## src/design/greedy_box_overlap_suppression_core_macros.svh

```systemverilog
// ----------------------------------------------------------------------------
// Assertion macros for the box suppression core
// Short forms for clocked properties that are disabled while reset is low.
// ----------------------------------------------------------------------------
`ifndef GREEDY_BOX_OVERLAP_SUPPRESSION_CORE_MACROS_SVH
`define GREEDY_BOX_OVERLAP_SUPPRESSION_CORE_MACROS_SVH

// Same-cycle implication.
`define GBOS_ASSERT_IMP(label, clk, rst_n, ante, cons) \
  label: assert property (@(posedge clk) disable iff (!rst_n) (ante) |-> (cons)) \
    else $error("gbos assertion failed");

// Next-cycle implication.
`define GBOS_ASSERT_NXT(label, clk, rst_n, ante, cons) \
  label: assert property (@(posedge clk) disable iff (!rst_n) (ante) |=> (cons)) \
    else $error("gbos assertion failed");

`endif

```

## src/design/gbos_pkg.sv

```systemverilog
// ----------------------------------------------------------------------------
// gbos_pkg
// Shared constants and types of the greedy box suppression core.
// ----------------------------------------------------------------------------
`default_nettype none

package gbos_pkg;

  // Default sizes of the kept-box chain and of the used coordinate bits.
  localparam int MaxKeptDef   = 64;
  localparam int CoordBitsDef = 12;

  // Width of each coordinate field on the request channel.
  localparam int FieldBits = 12;

  // Threshold register: fraction with eight fraction bits.
  localparam int              ThrBits  = 9;
  localparam logic [ThrBits-1:0] ThrReset = 9'd77;
  localparam int              FracOne  = 256;

  // Control that travels with a request along the chain of cells.
  typedef struct packed {
    logic valid;
    logic sup;
  } tok_ctl_t;

endpackage

`default_nettype wire

```

## src/design/gbos_cell.sv

```systemverilog
// ----------------------------------------------------------------------------
// gbos_cell
// One slot of the kept-box chain: holds a kept box and its area, checks a
// passing request against it in two stages and hands the request onward.
// ----------------------------------------------------------------------------
`default_nettype none

module gbos_cell #(
  parameter int INDEX      = 0,
  parameter int COORD_BITS = gbos_pkg::CoordBitsDef,
  parameter int CNT_W      = 7
) (
  input  wire logic                            clk_i,
  input  wire logic                            rst_ni,
  input  wire logic                            en_i,
  input  wire logic [gbos_pkg::ThrBits-1:0]    thr_i,
  input  wire logic [CNT_W-1:0]                count_i,
  input  wire gbos_pkg::tok_ctl_t              in_ctl_i,
  input  wire logic [4*COORD_BITS-1:0]         in_box_i,
  output gbos_pkg::tok_ctl_t                   out_ctl_o,
  output logic [4*COORD_BITS-1:0]              out_box_o,
  output gbos_pkg::tok_ctl_t                   done_o
);

  localparam int Cb    = COORD_BITS;
  localparam int BoxW  = 4 * Cb;
  localparam int SpanW = Cb + 1;
  localparam int AreaW = 2 * SpanW;
  localparam int SumW  = AreaW + 1;
  localparam int FacW  = gbos_pkg::ThrBits + 1;
  localparam int CmpW  = AreaW + FacW;

  // Inclusive extent of lo..hi, zero when the span is inverted.
  function automatic logic [SpanW-1:0] span(input logic [Cb-1:0] lo,
                                            input logic [Cb-1:0] hi);
    logic [Cb-1:0] diff;
    diff = hi - lo;
    return (hi >= lo) ? ({1'b0, diff} + SpanW'(1)) : '0;
  endfunction

  function automatic logic [Cb-1:0] cmax(input logic [Cb-1:0] a, input logic [Cb-1:0] b);
    return (a > b) ? a : b;
  endfunction

  function automatic logic [Cb-1:0] cmin(input logic [Cb-1:0] a, input logic [Cb-1:0] b);
    return (a < b) ? a : b;
  endfunction

  gbos_pkg::tok_ctl_t a_ctl_q, b_ctl_q;
  logic [BoxW-1:0]  a_box_q, b_box_q, st_box_q;
  logic [AreaW-1:0] st_area_q, b_inter_q;
  logic [SumW-1:0]  b_sum_q;

  logic             end_here;
  logic             store_en;
  logic [Cb-1:0]    nx0, ny0, nx1, ny1, kx0, ky0, kx1, ky1;
  logic [AreaW-1:0] area_new, inter;
  logic [SumW-1:0]  sum_d;
  logic [FacW-1:0]  factor;
  logic [CmpW-1:0]  lhs, rhs;
  logic             hit;

  // This slot is the end of the list when the count points at it.
  assign end_here = (count_i == CNT_W'(INDEX));
  assign store_en = en_i && a_ctl_q.valid && end_here && !a_ctl_q.sup;

  assign done_o.valid = a_ctl_q.valid && end_here;
  assign done_o.sup   = a_ctl_q.sup;

  // First stage: area of the request and intersection with the kept box.
  always_comb begin
    nx0 = a_box_q[0*Cb +: Cb];
    ny0 = a_box_q[1*Cb +: Cb];
    nx1 = a_box_q[2*Cb +: Cb];
    ny1 = a_box_q[3*Cb +: Cb];
    kx0 = st_box_q[0*Cb +: Cb];
    ky0 = st_box_q[1*Cb +: Cb];
    kx1 = st_box_q[2*Cb +: Cb];
    ky1 = st_box_q[3*Cb +: Cb];
    area_new = AreaW'(span(nx0, nx1)) * AreaW'(span(ny0, ny1));
    inter    = AreaW'(span(cmax(nx0, kx0), cmin(nx1, kx1)))
             * AreaW'(span(cmax(ny0, ky0), cmin(ny1, ky1)));
    sum_d    = SumW'(area_new) + SumW'(st_area_q);
  end

  // Second stage: inter*(256+thr) >= thr*(areaA+areaB) is the IoU test.
  always_comb begin
    factor = FacW'(gbos_pkg::FracOne) + FacW'(thr_i);
    lhs    = CmpW'(b_inter_q) * CmpW'(factor);
    rhs    = CmpW'(b_sum_q) * CmpW'(thr_i);
    hit    = (lhs >= rhs);
  end

  assign out_ctl_o.valid = b_ctl_q.valid;
  assign out_ctl_o.sup   = b_ctl_q.sup | hit;
  assign out_box_o       = b_box_q;

  // Request control through the two stages.
  always_ff @(posedge clk_i or negedge rst_ni) begin
    if (!rst_ni) begin
      a_ctl_q <= '0;
      b_ctl_q <= '0;
    end else if (en_i) begin
      a_ctl_q       <= in_ctl_i;
      b_ctl_q.valid <= a_ctl_q.valid && !end_here;
      b_ctl_q.sup   <= a_ctl_q.sup;
    end
  end

  // Request payload through the two stages.
  always_ff @(posedge clk_i) begin
    if (en_i) begin
      a_box_q   <= in_box_i;
      b_box_q   <= a_box_q;
      b_inter_q <= inter;
      b_sum_q   <= sum_d;
    end
  end

  // Kept box of this slot, written when a surviving request ends here.
  always_ff @(posedge clk_i) begin
    if (store_en) begin
      st_box_q  <= a_box_q;
      st_area_q <= area_new;
    end
  end

endmodule

`default_nettype wire

```

## config.mk

```make
export PLATFORM = sky130hd
export DESIGN_NAME = gbos_cell
export DESIGN_NICKNAME = d
export VERILOG_FILES = /design/src/design/greedy_box_overlap_suppression_core_macros.svh /design/src/design/gbos_pkg.sv /design/src/design/gbos_cell.sv
export SDC_FILE = /design/constraint.sdc
export NUM_CORES = 2
export LEC_CHECK = 0
export BUFFER_PORTS_ARGS = -buffer_cell sky130_fd_sc_hd__buf_2
export CAP_MARGIN = 40
export CORE_MARGIN = 3
export CORE_UTILIZATION = 72
export CTS_BUF_LIST = sky130_fd_sc_hd__clkbuf_4
export CTS_CLUSTER_DIAMETER = 40
export DETAILED_ROUTE_END_ITERATION = 10
export GPL_TIMING_DRIVEN = 1
export PLACE_DENSITY = 0.9
export SYNTH_ARGS = -nofsm -noshare
export SYNTH_HDL_FRONTEND = slang
export SYNTH_SLANG_ARGS = --single-unit
export TNS_END_PERCENT = 20
```

## constraint.sdc

```tcl
create_clock -name clk_i -period 20.4 [get_ports clk_i]
set_input_delay 4.08 -clock clk_i [delete_from_list [all_inputs] [get_ports clk_i]]
set_output_delay 4.08 -clock clk_i [all_outputs]
set_load 0.005 [all_outputs]
```

# --- Word level (Yosys, flattened, before mapping) ---
# Index checks and enable logic that the tools add are counted.
# Widths: inputs -> output; s select.
classes:
  mux: 8
  n_reduce_logical: 8
  mul: 4
  order_cmp: 9
  bitwise: 1
  n_addsub: 10
op_table:
  columns: ["operator", "n"]
  rows:
  - ["$add 12x1->13 const B", 4]
  - ["$mul 13x13->26", 2]
  - ["$mux 13", 4]
  - ["$ge 12x12->1", 4]
  - ["$mux 12", 4]
  - ["$sub 12x12->12", 4]
  - ["$ge 36x36->1", 1]
  - ["$mul 26x10->36", 1]
  - ["$mul 27x9->36", 1]
  - ["$add 26x26->27", 1]
  - ["$gt 12x12->1", 2]
  - ["$lt 12x12->1", 2]
  - ["$add 9x9->10 const A", 1]
  - ["$logic_not 7->1", 1]
  - ["$logic_and 1x1->1", 5]
  - ["$logic_not 1->1", 2]
  - ["$or 1x1->1", 1]
word_totals:
  output_inout_bits: 52
  input_bits: 69
  reg_bits: 227

# --- Longest topological paths before layout ---
depth:
  depth_word: 6
  depth_mapped: 45
  depth_no_buf: 42

# --- Worst setup path before layout ---
# Ideal clock, no wire load.
synth_timing:
  path_type: "input to output"
  startpoint: "input thr_i[1] (netlist name)"
  endpoint: "output out_ctl_o[0] (netlist name)"
  stages: 25
  slack_ps: 6014
  arrival_time_ps: 10306
  t_required_ps: 16320
  path_buffers: 2
  cell_sequence: "clkbuf_1 > clkbuf_1 > nand2_1 > fa_1 > fa_1 > fa_1 > fa_1 > inv_1 > fa_1 > ha_1 > a2111oi_0 > o21ai_0 > a41oi_1 > a21oi_1 > o211ai_1 > o211ai_1 > a31oi_1 > o21ai_0 > xor2_1 > ha_1 > and4_1 > a311oi_1 > nand3_1 > a21oi_1 > a22oi_1"
synth_lines:
  columns: ["item", "line", "text"]
  rows:
  - ["start: declaration", "gbos_cell.sv:16", "input wire logic [gbos_pkg::ThrBits-1:0] thr_i,"]
  - ["end: declaration", "gbos_cell.sv:20", "output gbos_pkg::tok_ctl_t out_ctl_o,"]

==> results.md <==
| Item | Value | Unit |
|:---|:---|:---|
| Final-stage net count | 5490 | - |
| Critical path start-end classification | in -> out | - |
| TritonCTS clock tree | built | - |
| Core box area | 0.0545 | mm^2 |
| Type of the worst min-delay path | reg -> reg | - |
| Net Count, Synth | 5443 | - |
| Routability Congestion | 0.950 | - |
| Total number of vias | 31524 | - |
| Routed WL | 96800 | um |
| Data arrival, critical path | 11.36 | ns |
| Pin count of the biggest net entering global routing | 78 | - |
| Clock-pin transition on the worst setup and hold timing paths | 0.06 | ns |
| Largest fanout of any net on the critical path | 31 | - |
| Fillers | 3551 | - |
| Cell types occupying the most area after synthesis | fa_1, edfxtp_1, ha_1 | - |
| Outcome | complete, no violations | - |
| Total setup violations reported at the end of the flow | 0 | - |
| Cts bufs inserted | 66 | - |
| Post_cts resized | 0 | - |
| Number of hold violations in the final report | 0 | - |
| Kind of end point of the critical path | primary output | - |
| Part of the Yosys area used for sequential elements | 16.9 | % |
| Initial core utilization | 73.7 | % |
| DRC viols | 0 | - |
| Nature of the critical path startpoint | input pin | - |
| Sum of net half-perimeters after detailed placement | 75600 | um |
| Ports placed on the boundary | 121 | - |
| Fin crit period | 15.44 | ns |
| Remaining number of nets flagged by the antenna check after routing | 0 | - |
| Initial antenna violation count | 5 | - |
| Fraction of synthesized cell area in xor and xnor cells | 3.86 | % |
| TritonCTS sink count | 227 | - |
| Area fraction in and, or, nand and nor cells after synthesis | 15.4 | % |
| CTS Hold Buffers Added | 0 | - |
| Synth cell types | 91 | - |
| Fraction of final layout cells with drive strength greater than 1 | 8.01 | % |
| Combined global-route utilization of all metal layers | 33.8 | % |
| Source-to-sink clock delay at the later pin of the worst-skew pair | 0.86 | ns |
| Share of the synthesized area in compound gates (AO/OA/AOI/OAI) | 8.86 | % |
| Max-Cap Viols | 0 | - |
| Area share of fa/ha/maj cells after synthesis | 43.5 | % |
| Final instance area | 0.0421 | mm^2 |
| Area of placed instances | 0.0413 | mm^2 |
| Drt initial violations | 2526 | - |
| Quantity of I/O buffers inserted on ports | 120 | - |
| Synthesized cell area | 0.0401 | mm^2 |
| Required @ worst endpoint | 16.32 | ns |
| Area leader, netlist | fa_1 | - |
| CTS Root Cell | clkbuf_4 | - |
| Num rows | 85 | - |
| Vias per Instance | 6.09 | - |
| Share of the synthesized area in the top cell type | 29.3 | % |
| Fmax | 64.8 | MHz |
| Dominant combinational cell family by area after synthesis | adder cells | - |
| Via count of the first global-routing pass | 33627 | - |
| Number of synthesized flops with an enable pin | 223 | - |
| Number of setup buffers added after CTS | 0 | - |
| Final clock period utilization by the worst path | 75.7 | % |
| Global route total overflow | 0 | - |
| Area delta synth->final | 4.96 | % |
| Clk_skew | 0.116 | ns |
| Count of state elements after synthesis | 227 | - |
| Share of flip-flops with an asynchronous set or reset after synthesis | 1.76 | % |
| Share of cell area taken by muxes after synthesis | 2.24 | % |
| Setup TNS Final | 0 | ns |
| Mean area per synthesized cell | 9.26 | um^2 |
| Pin slew with the least headroom to its limit | 0.846 | ns |
| Slew HR | 43.6 | % |
| Most common cell after layout, fill and taps aside | inv_1 | - |
| Global-route wire length before repair | 162000 | um |
| Pre-antenna DRT Iters | 6 | - |
| Routed length per instance | 18.7 | um |
| Setup repair after global routing missed its margin | no | - |
| Leading cell types in the layout, fill and taps excluded | inv_1, fa_1, nand2_1 | - |
| Area of the die | 0.0586 | mm^2 |
| Fin. max-slew vios | 0 | - |
| Synth warnings | 0 | - |
| Die extent in y | 242 | um |
| Primary flip-flop cell chosen by synthesis mapping | edfxtp_1 | - |
| Die width | 242 | um |
| Number of standard cells after synthesis | 4333 | - |
| H-tree depth | 3 | - |
| Maximum clock insertion buffer count | 3 | - |
[cell type report]
type / count / area [um^2] / share of cell area (%)
Antenna cell: 4 / 10.0 / 0.0238
Clock buffer: 91 / 683 / 1.62
Clock inverter: 28 / 154 / 0.365
Inverter: 815 / 3060 / 7.26
Multi-Input combinational cell: 3121 / 29600 / 70.3
Sequential cell: 227 / 6800 / 16.1
Tap cell: 739 / 925 / 2.20
Timing Repair Buffer: 149 / 885 / 2.10
[critical path, stage by stage]
cell and delay (ns):
buf_2 0.50, buf_4 0.41, nand2_1 0.12, fa_1 0.50
inv_1 0.05, fa_1 0.49, inv_1 0.05, fa_1 0.53
inv_1 0.05, fa_1 0.50, fa_1 0.43, ha_1 0.34
a21oi_1 0.30, o21ai_0 0.15, a31oi_1 0.17, o21ai_0 0.11
a211oi_1 0.44, nand2_1 0.17, a311oi_1 0.35, xnor2_1 0.17
ha_1 0.28, a21o_1 0.16, a211oi_1 0.35, nand3_1 0.13
a21oi_1 0.15, a22oi_1 0.15, buf_2 0.20
[cell usage after synthesis, types with 5 or more instances]
master and count:
a2111oi_0 5, a211o_1 5, a211oi_1 23, a21o_1 89, a21oi_1 149, a311oi_1 7, a31o_2 5, a31oi_1 13
a41oi_1 7, and2_1 268, and3_1 15, buf_1 22, buf_4 5, clkbuf_1 138, edfxtp_1 223, fa_1 588
ha_1 453, inv_1 815, mux2_2 54, mux2i_1 29, nand2_1 550, nand2b_1 31, nand3_1 60, nand4_1 28
nor2_1 171, nor2b_1 30, nor3_1 65, nor3b_1 5, nor4_1 10, o2111ai_1 5, o211ai_1 12, o21a_1 24
o21ai_0 99, o21bai_1 23, o31a_1 6, o31ai_1 12, or2_2 11, or3_1 10, or4_1 6, xnor2_1 119
xor2_1 58
[flip-flops by register name, indices dropped and copies added (netlist names)]
| register | cells |
|---|---|
| a_box_q | 48 |
| out_box_o | 48 |
| st_box_q | 48 |
| b_sum_q | 27 |
| b_inter_q | 26 |
| st_area_q | 26 |
| a_ctl_q | 1 |
| b_ctl_q | 1 |
| done_o | 1 |
| out_ctl_o | 1 |
[cell families (layout without fill, tap and decap cells)]
logic type | Yosys count | count (layout)
XOR/XNOR | 177 | 177
buffers and inverters | 985 | 1083
adder cells (fa/ha/maj) | 1041 | 1041
AND/OR/NAND/NOR | 1283 | 1283
other | 0 | 4
flip-flops | 227 | 227
AO/OA/AOI/OAI | 537 | 537
multiplexers | 83 | 83
[metrics by stage]
step	setup slack [ns]	util, %	std cells	hold slack (ns)
3_3_place_gp	5.17	75.6	5043	0.510
4_1_cts	5.03	77.3	5170	0.512
6_report	4.96	77.4	5174	0.524
2_1_floorplan	6.01	-	4333	0.481
5_1_grt	4.60	77.4	5174	0.543
3_5_place_dp	5.03	75.8	5051	0.519
[final timing paths]
path,startpoint,endpoint,slack (ns),depth (start not counted)
setup / recovery,thr_i[3],out_ctl_o[0],4.96,27
hold / removal,out_ctl_o[1],out_ctl_o[1],0.52,2
setup reg to reg,a_box_q[1],b_inter_q[24],8.86,37
hold reg to reg,out_ctl_o[1],out_ctl_o[1],0.52,2
max in group asynchronous,rst_ni,b_ctl_q[0],17.16,1
min in group asynchronous,rst_ni,out_ctl_o[1],3.09,1
[metal layers]
metal	wire, um	global-route usage [%]	share of wire (%)
met1	36100	41.1	37
met2	47300	57.6	49
met3	8670	6.45	9.0
met4	4810	17.6	5.0
met5	7	0	0.0072
Power is left out: the tool's default activity adds up to more than one toggle a clock period on the data nets, which glitch-free logic cannot reach.
